## config.mk

```make
export PLATFORM = sky130hd
export DESIGN_NAME = stcm_post
export DESIGN_NICKNAME = d
export VERILOG_FILES = /design/src/design/stcm_pkg.sv /design/src/design/stcm_post.sv
export SDC_FILE = /design/constraint.sdc
export NUM_CORES = 1
export LEC_CHECK = 0
export BUFFER_PORTS_ARGS = -buffer_cell sky130_fd_sc_hd__buf_4
export CAP_MARGIN = 20
export CORE_UTILIZATION = 40
export DETAILED_ROUTE_END_ITERATION = 12
export SLEW_MARGIN = 0
export SYNTH_ARGS = -nofsm -noshare
export SYNTH_HDL_FRONTEND = slang
export SYNTH_SLANG_ARGS = --single-unit
```

## constraint.sdc

```tcl
create_clock -name clk_i -period 4.5 [get_ports clk_i]
set_clock_uncertainty 0.15 [all_clocks]
set_input_delay 0.225 -clock clk_i [delete_from_list [all_inputs] [get_ports clk_i]]
set_output_delay 0.225 -clock clk_i [all_outputs]
set_load 0.005 [all_outputs]
```

## src/design/stcm_pkg.sv

```systemverilog
// ----------------------------------------------------------------------------
// stcm_pkg
// Types, constants and the arctangent table of the spherical texcoord mapper.
// ----------------------------------------------------------------------------
package stcm_pkg;

  localparam int CordicStages = 16;
  localparam int CoordBits    = 16;
  localparam int Prescale     = 40 - CoordBits;
  localparam int CordicW      = 44;
  localparam int GainW        = 22;
  localparam int GainShift    = 20;
  localparam int AtanLen      = 24;
  localparam int QW           = 18;

  localparam logic signed [GainW-1:0] GainQ20 = 22'sd1726753;
  localparam logic [31:0] HalfTurn    = 32'h8000_0000;
  localparam logic [QW-1:0] UHalfQ16  = 18'd32768;

  localparam logic [31:0] AtanTurns [AtanLen] = '{
    32'h20000000, 32'h12E4051E, 32'h09FB385B, 32'h051111D4,
    32'h028B0D43, 32'h0145D7E1, 32'h00A2F61E, 32'h00517C55,
    32'h0028BE53, 32'h00145F2F, 32'h000A2F98, 32'h000517CC,
    32'h00028BE6, 32'h000145F3, 32'h0000A2F9, 32'h0000517C,
    32'h000028BE, 32'h0000145F, 32'h00000A2F, 32'h00000517,
    32'h0000028B, 32'h00000145, 32'h000000A2, 32'h00000051
  };

  typedef logic signed [CordicW-1:0] cw_t;

  typedef enum logic [1:0] {
    ModePlain  = 2'd0,
    ModeFold   = 2'd1,
    ModeTriple = 2'd2
  } mode_e;

  typedef struct packed {
    logic [31:0] phi;
    cw_t         yk;
    logic        zero;
    logic        last;
  } side_t;

endpackage

```

## src/design/stcm_post.sv

```systemverilog
// ----------------------------------------------------------------------------
// stcm_post
// Angles to texture coordinates: fold and clamp, then mode scaling and
// Q2.16 rounding into the output register.
// ----------------------------------------------------------------------------
module stcm_post import stcm_pkg::*; (
  input  logic          clk_i,
  input  logic          rst_ni,
  input  logic          en_i,
  input  logic          vld_i,
  input  logic [31:0]   phi_i,
  input  logic [31:0]   theta_i,
  input  logic          zero_i,
  input  logic          last_i,
  input  logic [1:0]    mode_i,
  output logic          vld_o,
  output logic [QW-1:0] tex_u_o,
  output logic [QW-1:0] tex_v_o,
  output logic          zero_o,
  output logic          last_o
);

  logic               vld_a_q;
  logic [31:0]        u_a_q, u_a_d;
  logic [32:0]        v_a_q, v_a_d;
  logic               zero_a_q;
  logic               last_a_q;
  logic [31:0]        u_raw;
  logic signed [31:0] ts;
  logic [31:0]        t;
  logic [34:0]        u_m, v_m;
  logic [35:0]        u_r, v_r;
  logic               vld_q;
  logic [QW-1:0]      tex_u_q, tex_u_d;
  logic [QW-1:0]      tex_v_q, tex_v_d;
  logic               zero_q;
  logic               last_q;

  always_comb begin
    u_raw = phi_i + HalfTurn;
    u_a_d = (u_raw > HalfTurn) ? (32'd0 - u_raw) : u_raw;
    ts    = signed'(theta_i);
    if (ts < -32'sh4000_0000) begin
      t = HalfTurn;
    end else if (ts < 0) begin
      t = '0;
    end else begin
      t = theta_i;
    end
    v_a_d = {t, 1'b0};
  end

  always_ff @(posedge clk_i or negedge rst_ni) begin
    if (!rst_ni) begin
      vld_a_q <= 1'b0;
      vld_q   <= 1'b0;
    end else if (en_i) begin
      vld_a_q <= vld_i;
      vld_q   <= vld_a_q;
    end
  end

  always_comb begin
    unique case (mode_i)
      ModeFold: begin
        u_m = 35'(u_a_q >> 1);
        v_m = (v_a_q > 33'(HalfTurn)) ? 35'(33'h1_0000_0000 - v_a_q) : 35'(v_a_q);
      end
      ModeTriple: begin
        u_m = 35'(u_a_q) + {2'b0, u_a_q, 1'b0};
        v_m = 35'(v_a_q) + {1'b0, v_a_q, 1'b0};
      end
      default: begin
        u_m = 35'(u_a_q);
        v_m = 35'(v_a_q);
      end
    endcase
    u_r = 36'(u_m) + 36'h8000;
    v_r = 36'(v_m) + 36'h8000;
    if (zero_a_q) begin
      tex_u_d = UHalfQ16;
      tex_v_d = '0;
    end else begin
      tex_u_d = u_r[33:16];
      tex_v_d = v_r[33:16];
    end
  end

  always_ff @(posedge clk_i) begin
    if (en_i) begin
      u_a_q    <= u_a_d;
      v_a_q    <= v_a_d;
      zero_a_q <= zero_i;
      last_a_q <= last_i;
      tex_u_q  <= tex_u_d;
      tex_v_q  <= tex_v_d;
      zero_q   <= zero_a_q;
      last_q   <= last_a_q;
    end
  end

  assign vld_o   = vld_q;
  assign tex_u_o = tex_u_q;
  assign tex_v_o = tex_v_q;
  assign zero_o  = zero_q;
  assign last_o  = last_q;

endmodule

```

==> results.cfg, run 1 <==
[status]
status = complete, no violations

[die]
initial_core_util_pct = 40.7
rows = 56
fp.dieW_um = 156
dieArea_um2 = 24400
ios = 111
die_y_um = 156
core_area_um2 = 23400

[detailed_routing]
routed-via-count = 8600
drt-initial-drc-count = 614
via_per_inst = 5.66
drtPass1Iterations = 6
drc = 0
routedWlPerCell_um = 17.0
antenna_left = 0
wirelength_um = 25900

[sta]
min_period_over_period_pct = 93.0
layout_setup_ws_ns = 0.315
finalSetupViolCount = 0
min_period_ns = 4.18
hold_slack_ns = 0.0114
worstMarginPinSlew_ns = 1.04
setup_tns_ns = 0
rsz0062_at_grt = no
hold_viol = 0
maxSlewViolCount = 0
fmax_mhz = 239
relSlewSlack_pct = 30.0

[pwr]
switchingPower_uw = 1180
switching_share_pct = 34.8
power.total_uw = 3390
pwr-share-comb_pct = 37.8
cellLeakagePower_uw = 0.00458
power_density_nw_per_um2 = 303
p_int_uw = 2210
vdd_drop_max_mv = 0.152
pwr-share-clk_pct = 24.8
seqPwrFrac_pct = 37.4

[cells_and_area]
mostFrequentLayoutCells = buf_4 (130), edfxtp_1 (104), ha_1 (98)
drive_above_1_share_pct = 14.1
finalInstanceArea_um2 = 11200
area_growth_pct = 17.7
diodes = 0
layout_commonest_cell = buf_4
nNetsFinal = 1365

[clocking]
clk_latency_ns = 0.36
cts_buffers = 9
clock_tree.root_cell = clkbuf_16
cts_buffer_depth = 2
post_cts_buffers = 0
cts_tree = built
htreeDepth = 3
cts.clk_slew.worst_paths_ns = 0.07
cts.sinks = 106

[critical_path]
r2r-start = u_a_q[15]
crit_path_start_kind = register
worst-r2r-cell-count = 12
cp.arrival_ns = 4.23
timing.rr.end = tex_u_o[16]
worstPathMaxFanout = 7
criticalPathCategory = register to register
cp-end-kind = register
critPathRequiredTime_ns = 4.55
r2r_setup_slack_ns = 0.32

[run]
cap_violations = 0

[synth]
yosys_warnings = 0
ys_seq_elements = 106
synth_cells = 1076
syn_area_um2 = 9510
yosysSeqAreaShare_pct = 33.4
syn_area_per_cell_um2 = 8.84
async_flop_share_pct = 1.89
synth_cell_type_count = 83
synth-edff-count = 104
synth_nets = 1246
synthFlopType = edfxtp_1

[worst_hold_path]
min_to = v_a_q[32]
min-delay-path-class = input port to register
hold-path-cell-count = 2
hold_start = theta_i[30]

[global_route]
grt_pass1_vias = 8132
grt_max_degree = 69
grt_pass1_wl_um = 41500
grt_use_total_pct = 21.5
antenna_found_initial = 0
overflow = 0

[placed_design]
dpl.hpwl_um = 20400
place_area_um2 = 10800
pre_cts_ws_ns = 0.290
routabilityCongestion = 0.981
portBuffers = 110
layout make-up:
type                            count  area (µm²)
Sequential cell                   106        3170
Tap cell                          319         399
Clock inverter                      6        81.3
Multi-Input combinational cell    882        6020
Clock buffer                       10         229
Fill cell                        2337       12200
Inverter                           58         218
Timing Repair Buffer              138        1080
logic make-up after synthesis:
| logic type | synth area share, % |
|---|---|
| muxes | 1.20 |
| buffers and inverters | 3.47 |
| adders and majority gates | 12.9 |
| AOI/OAI and AO/OA | 21.4 |
| and+or+nand+nor | 21.6 |
| xor gates and xnor gates | 6.08 |
| DFF | 33.4 |
synth_stat cells, types with 6 or more instances:
| library cell | number | area share, % |
|---|---|---|
| o21ai_0 | 61 | 3.2 |
| a31oi_1 | 11 | 0.72 |
| xnor2_1 | 39 | 3.6 |
| or4_1 | 8 | 0.63 |
| xor2_1 | 27 | 2.5 |
| nand2b_1 | 10 | 0.66 |
| o21bai_1 | 9 | 0.71 |
| nand2_1 | 96 | 3.8 |
| and3_1 | 16 | 1.1 |
| nand4_1 | 16 | 1.1 |
| o31ai_1 | 13 | 1.0 |
| a21oi_1 | 89 | 4.7 |
| a211oi_1 | 10 | 0.79 |
| a22oi_1 | 6 | 0.47 |
| o21ai_1 | 10 | 0.53 |
| inv_1 | 58 | 2.3 |
| nor2b_1 | 43 | 2.8 |
| a21o_1 | 17 | 1.3 |
| a222oi_1 | 8 | 0.84 |
| clkbuf_1 | 30 | 1.2 |
| ha_1 | 98 | 13 |
| edfxtp_1 | 104 | 33 |
| nor4_1 | 12 | 0.79 |
| nor2_1 | 86 | 3.4 |
| nand3_1 | 33 | 1.7 |
| or3_1 | 7 | 0.46 |
| mux2i_1 | 8 | 0.84 |
| nor3_1 | 30 | 1.6 |
state kept, by name, summed over array words and instances, names as in the netlist, 18 cells and up:
name,count
tex_u_o,18
tex_v_o,18
u_a_q,32
v_a_q,32
power groups by stage:
| stage | Clock [µW] | Combinational [µW] | Sequential [µW] |
|---|---|---|---|
| floorplan | 0 | 861 | 1270 |
| global placement | 0 | 1240 | 1290 |
| detailed placement | 0 | 1250 | 1290 |
| CTS | 870 | 1270 | 1270 |
| global route | 903 | 1420 | 1280 |
| finish | 841 | 1280 | 1270 |
layer usage:
layer | part of all wire (%) | GRT usage (%) | routed length (µm)
met2 | 45 | 35.1 | 11600
met3 | 5.4 | 2.52 | 1400
met5 | 0 | 0 | 0
met1 | 48 | 29.8 | 12300
met4 | 2.2 | 6.54 | 562
critical path, stage by stage (launching register included):
cell	delay, ns
edfxtp_1	0.44
ha_1	0.43
nand4_1	0.14
nor3_1	0.27
o2111ai_1	0.19
a31oi_1	0.33
o21ai_0	0.18
and3_1	0.19
o311a_1	0.33
nor4_2	0.46
nand3b_1	0.24
or4_1	0.51
a21oi_1	0.16
through the flow:
stage | util, % | std cells
3_5_place_dp | 46.3 | 1497
5_1_grt | 47.9 | 1519
3_3_place_gp | 46.1 | 1496
4_1_cts | 47.8 | 1519
6_report | 47.9 | 1519
2_1_floorplan | - | 1076
worst max path at each step:
stage / from / endpoint / slack [ns] / cells past startpoint
2_1_floorplan: u_a_q[18] / tex_u_o[16] / 0.70 / 12
3_3_place_gp: u_a_q[18] / tex_u_o[16] / 0.40 / 12
3_5_place_dp: u_a_q[16] / tex_u_o[16] / 0.29 / 12
4_1_cts: u_a_q[16] / tex_u_o[16] / 0.26 / 12
5_1_grt: u_a_q[15] / tex_u_o[16] / 0.02 / 12
6_report: u_a_q[15] / tex_u_o[16] / 0.32 / 12
timing repair:
action | CTS | global route
resized for setup | 0 | 2
endpoints found under the hold margin | 7 | 0
endpoints found under the setup margin | 0 | 3
hold buffers | 6 | 0
(Power assumes the default switching activity.)
==> run 2: changes to the inputs <==
- CORE_UTILIZATION: 40 -> 55
- PLACE_DENSITY: not set -> 0.76
- clock period: 4.5 -> 3.9 ns (I/O delays scaled with it)
==> run 2 against run 1 <==
  * The flow now finishes with violations (negative setup slack)
  * Setup slack worse by 0.33 ns
  * Combinational power increased by 39%
  * Register-to-register slack got worse by 0.33 ns
  * Cell count increased by 2.3%
  * Via count increased by 10%
  * Critical path depth did not move
  * First-iteration DRC count grew 48%
==> results.cfg, run 2 (synthesis gave the netlist of run 1 again) <==
[status]
status = finished, violations left
violations = negative setup slack

[clocking]
cts.sinks = 106
cts_buffer_depth = 2
cts.clk_slew.worst_paths_ns = 0.08
cts_buffers = 9
clk_latency_ns = 0.36
clock_tree.root_cell = clkbuf_16
cts_tree = built
htreeDepth = 3

[sta]
relSlewSlack_pct = 49.0
hold_viol = 0
rsz0062_at_grt = yes
layout_setup_ws_ns = -0.0104
finalSetupViolCount = 1
maxSlewViolCount = 0
fmax_mhz = 256
min_period_over_period_pct = 100
min_period_ns = 3.91
worstMarginPinSlew_ns = 0.765

[cells_and_area]
top_regs = u_a_q (32), v_a_q (32)
diodes = 0
finalInstanceArea_um2 = 12400
area_growth_pct = 30.2
layout_commonest_cell = buf_4
mostFrequentLayoutCells = buf_4 (226), edfxtp_1 (104), nand2_1 (96)
final_cells = 1554
drive_above_1_share_pct = 23.0
utilization_pct = 73.9
nNetsFinal = 1499

[die]
rows = 47
initial_core_util_pct = 56.8
die_y_um = 134
fp.dieW_um = 134
core_area_um2 = 16800
dieArea_um2 = 17800
ios = 111

[global_route]
antenna_found_initial = 0
grt_use_total_pct = 31.1
grt_pass1_vias = 8730
grt_max_degree = 59
grt_pass1_wl_um = 43700
overflow = 0

[detailed_routing]
wirelength_um = 28000
routed-via-count = 9478
drtPass1Iterations = 7
drt-initial-drc-count = 908
via_per_inst = 6.10
drc = 0
routedWlPerCell_um = 18.0
antenna_left = 0

[placed_design]
place_area_um2 = 11300
placed_cells = 1476
dpl.hpwl_um = 20600
routabilityCongestion = 0.968
portBuffers = 110

[worst_hold_path]
min-delay-path-class = input port to register
hold-path-cell-count = 2
hold_start = phi_i[22]
min_to = u_a_q[22]

[critical_path]
worstPathMaxFanout = 3
r2r_setup_slack_ns = -0.01
r2r-start = u_a_q[13]
cp.arrival_ns = 3.97
crit_path_start_kind = register
timing.rr.end = tex_u_o[16]
criticalPathCategory = register to register
cp-end-kind = register
critPathRequiredTime_ns = 3.96
worst-r2r-cell-count = 12

[pwr]
cellLeakagePower_uw = 0.00519
power.total_uw = 4150
seqPwrFrac_pct = 35.1
p_int_uw = 2630
switching_share_pct = 36.6
pwr-share-clk_pct = 21.9
pwr-share-comb_pct = 43.0
switchingPower_uw = 1520
vdd_drop_max_mv = 0.245
power_density_nw_per_um2 = 335

[run]
cap_violations = 0
-- run 2: cell types whose count changed in the layout (fill, tap and decap cells not counted), moves of 3 or more --
cell,previous run,this run
buf_4,130,226
dlygate4sd3_1,6,45
ha_1,98,89
a21oi_1,89,82
a21oi_2,1,8
ha_4,0,6
ha_2,0,3
nor4_1,12,9
o21ai_0,60,57
-- run 2: metrics by stage --
step	setup TNS [ns]	hold slack (ns)	setup WS, ns
2_1_floorplan	0	-0.251	0.102
3_3_place_gp	0	-0.172	0.0121
3_5_place_dp	-0.112	-0.170	-0.112
4_1_cts	0	0.00131	0.00481
5_1_grt	-1.53	0.00391	-0.212
6_report	-0.0104	0.00417	-0.0104
-- run 2: area by class of cell --
type                       count  area [µm²]
inverter                      58         218
clock inverter                 7        60.1
sequential                   106        3170
clock buffer                   9         225
multi-input combinational    882        6270
tap                          220         275
timing repair buffer         272        2160
fill                        1216        4370
-- run 2: how the worst max path moves through the flow --
| stage | startpoint | endpoint | slack (ns) | cells after the start |
|---|---|---|---|---|
| 2_1_floorplan | u_a_q[18] | tex_u_o[16] | 0.10 | 12 |
| 3_3_place_gp | u_a_q[15] | tex_u_o[16] | 0.01 | 12 |
| 3_5_place_dp | u_a_q[13] | tex_u_o[16] | -0.11 | 12 |
| 4_1_cts | u_a_q[7] | tex_u_o[9] | 0.005 | 15 |
| 5_1_grt | u_a_q[8] | tex_u_o[16] | -0.21 | 13 |
| 6_report | u_a_q[13] | tex_u_o[16] | -0.01 | 12 |
-- run 2: power groups by stage --
stage          logic [µW]  registers (µW)  clock network [µW]
2_1_floorplan         994            1460                   0
5_1_grt              1940            1470                 951
3_3_place_gp         1550            1480                   0
3_5_place_dp         1560            1480                   0
6_report             1780            1460                 908
4_1_cts              1630            1460                 916
-- run 2: repair_timing --
action                                 4_1_cts  5_1_grt
setup buffers                                1       15
gates resized for setup                      8       44
setup endpoints to repair                    2       23
endpoints found under the hold margin       45        0
hold buffers                                45        0
pin swaps                                    3       20
-- run 2: critical path: stages (launching register included) --
cell,delay [ns]
edfxtp_1,0.50
ha_4,0.27
a211o_1,0.28
a21oi_2,0.17
a21oi_1,0.09
or4_4,0.45
nor3b_4,0.25
nor3b_2,0.08
or2_0,0.23
a2111o_1,0.40
or2_0,0.23
or4_1,0.50
a21oi_1,0.16
-- run 2: routing by layer --
| layer | track usage [%] | share of wire, % | up-vias |
|---|---|---|---|
| li1 | - | - | 4562 |
| met1 | 41.9 | 43 | 4385 |
| met2 | 51.0 | 46 | 467 |
| met3 | 4.00 | 7.5 | 64 |
| met4 | 11.6 | 2.9 | 0 |
| met5 | 0 | 0 | - |
==> run 3: changes to the inputs <==
- CORE_ASPECT_RATIO: not set -> 0.7
==> run 3 against run 2 <==
  * The flow finishes with violations (negative hold slack, negative setup slack)
  * Utilization grew 3.7 points
  * Die area is essentially flat
  * Power grew 5.4%
  * First-iteration DRC count grew 28%
  * Design area grew 3.9%
  * Register-to-register slack lost 0.03 ns
  * Combinational power grew 9%
  * Setup slack lost 0.025 ns
  * Sequential share of layout area shrank 0.96 points
  * Sequential cell count is the same
==> results.cfg, run 3 (synthesis gave the netlist of run 1 again) <==
[status]
status = finished, violations left
violations = negative hold slack, negative setup slack

[critical_path]
cp_top_family = simple AND/OR/NAND/NOR gates
critPathSlowestCell = or4_1
cp-end-kind = register
cpPeakStageDelay_ns = 0.52
cp.arrival_ns = 4.00
worstPathMaxFanout = 4
crit_path_start_kind = register
criticalPathCategory = register to register
crit_top_cell = a21oi_2
path_buf_inv = 0
worstPathCellList = ha_4 -> a211o_1 -> a21oi_2 -> a21oi_2 -> or4_4 -> nor3b_4 -> nor3b_2 -> or2_0 -> a2111o_1 -> or2_1 -> or4_1 -> a21oi_1
critPathRequiredTime_ns = 3.96

[global_route]
overflow = 0
grt_pass1_vias = 8418
grt_use_met2_pct = 42.6
met1_usage_pct = 50.4
grt_use_total_pct = 32.5
grt_max_degree = 56
grt_use_met3_pct = 11.9
grt_busiest_layer = met1
grt_pass1_wl_um = 45400
antenna_found_initial = 0

[sta]
min_period_ns = 3.94
finalSetupViolCount = 3
maxSlewViolCount = 0
hold_viol = 1
rsz0062_at_grt = yes
worstMarginPinSlew_ns = 0.808
relSlewSlack_pct = 46.2
min_period_over_period_pct = 101
setup_tns_ns = -0.0498
fmax_mhz = 254
layout_setup_ws_ns = -0.0359
hold_slack_ns = -0.000506

[detailed_routing]
drt-initial-drc-count = 1166
wirelength_um = 30100
routedWlPerCell_um = 19.0
via_per_inst = 6.10
antenna_left = 0
drtPass1Iterations = 6
drc = 0
routed-via-count = 9658

[cells_and_area]
nNetsFinal = 1524
drive_above_1_share_pct = 27.2
area_growth_pct = 35.3
layout_commonest_cell = buf_4
multi_input_area_um2 = 6520
mostFrequentLayoutCells = buf_4 (247), edfxtp_1 (104), nand2_1 (93)
num-fill-cells = 1109
regArea_um2 = 3170
top_regs = u_a_q (32), v_a_q (32)
diodes = 0
utilization_pct = 77.6

[clocking]
cts_buffers = 9
clock_tree.root_cell = clkbuf_16
cts.clk_slew.worst_paths_ns = 0.08
clk_latency_ns = 0.37
cts.sinks = 106
htreeDepth = 3
cts_tree = built
cts_buffer_depth = 2

[die]
fp.dieW_um = 159
ios = 111
core_area_um2 = 16600
rows = 39
dieArea_um2 = 17800
initial_core_util_pct = 57.3
die_y_um = 112

[placed_design]
dpl.hpwl_um = 21900
routabilityCongestion = 1.06
portBuffers = 110

[run]
cap_violations = 0

[worst_hold_path]
min-delay-path-class = input port to register

[pwr]
vdd_drop_max_mv = 0.255
cellLeakagePower_uw = 0.00535
power_density_nw_per_um2 = 340
power.total_uw = 4370
-- run 3: cell count changes in the layout (fill, tap and decap cells not counted), moves of 3 or more --
cell           previous run  this run
buf_4                   226       247
ha_2                      3         7
ha_1                     89        76
nand2_2                   0         3
o21ai_1                  12        15
o21ai_0                  57        52
ha_4                      6        15
nand2_1                  96        93
dlygate4sd3_1            45        48
a21oi_1                  82        79
-- run 3: area by class of cell --
class / count / share of cell area [%]
multi-input combinational: 882 / 50.7
clock inverter: 6 / 0.554
clock buffer: 10 / 1.86
timing repair buffer: 297 / 18.4
sequential: 106 / 24.7
tap: 225 / 2.19
inverter: 58 / 1.69
-- run 3: per-stage QoR --
stage	std cells	cell area [µm²]	worst slack [ns]
2_1_floorplan	1076	9510	0.102
3_3_place_gp	1500	11400	0.00567
3_5_place_dp	1501	11400	-0.0833
4_1_cts	1567	12300	0.00853
5_1_grt	1584	12900	-0.199
6_report	1584	12900	-0.0359
-- run 3: per-layer routing --
metal | wire, µm | part of all wire, % | vias to the layer above
li1 | - | - | 4612
met1 | 14200 | 47 | 4448
met2 | 11600 | 38 | 569
met3 | 3980 | 13 | 29
met4 | 274 | 0.91 | 0
met5 | 0 | 0 | -
-- run 3: worst paths after layout --
kind / endpoint / from / cells past startpoint / slack (ns)
max reg2reg: tex_u_o[16] / u_a_q[12] / 12 / -0.04
max: tex_u_o[16] / u_a_q[12] / 12 / -0.04
min reg2reg: last_o / last_a_q / 0 / 0.27
min: u_a_q[26] / phi_i[26] / 2 / -0.0005
max in group asynchronous: vld_a_q / rst_ni / 3 / 2.91
min in group asynchronous: vld_o / rst_ni / 3 / 0.55
-- run 3: repair_timing --
| item | in CTS | in global routing |
|---|---|---|
| gates resized for setup | 9 | 94 |
| hold buffers | 47 | 1 |
| buffers inserted | 3 | 17 |
| endpoints found under the hold margin | 47 | 1 |
| endpoints found under the setup margin | 2 | 25 |
| pin swaps | 9 | 48 |
-- run 3: worst reg2reg max path, stage by stage (launching register included) --
cell and delay, ns:
edfxtp_1 0.48, ha_4 0.29, a211o_1 0.26, a21oi_2 0.18, a21oi_2 0.08, or4_4 0.44
nor3b_4 0.27, nor3b_2 0.09, or2_0 0.22, a2111o_1 0.38, or2_1 0.24, or4_1 0.52
a21oi_1 0.17
-- run 3: where the power goes --
group	switching (µW)	total (µW)	internal [µW]
clock	447	971	524
combinational	1060	1940	881
sequential	85.7	1460	1380
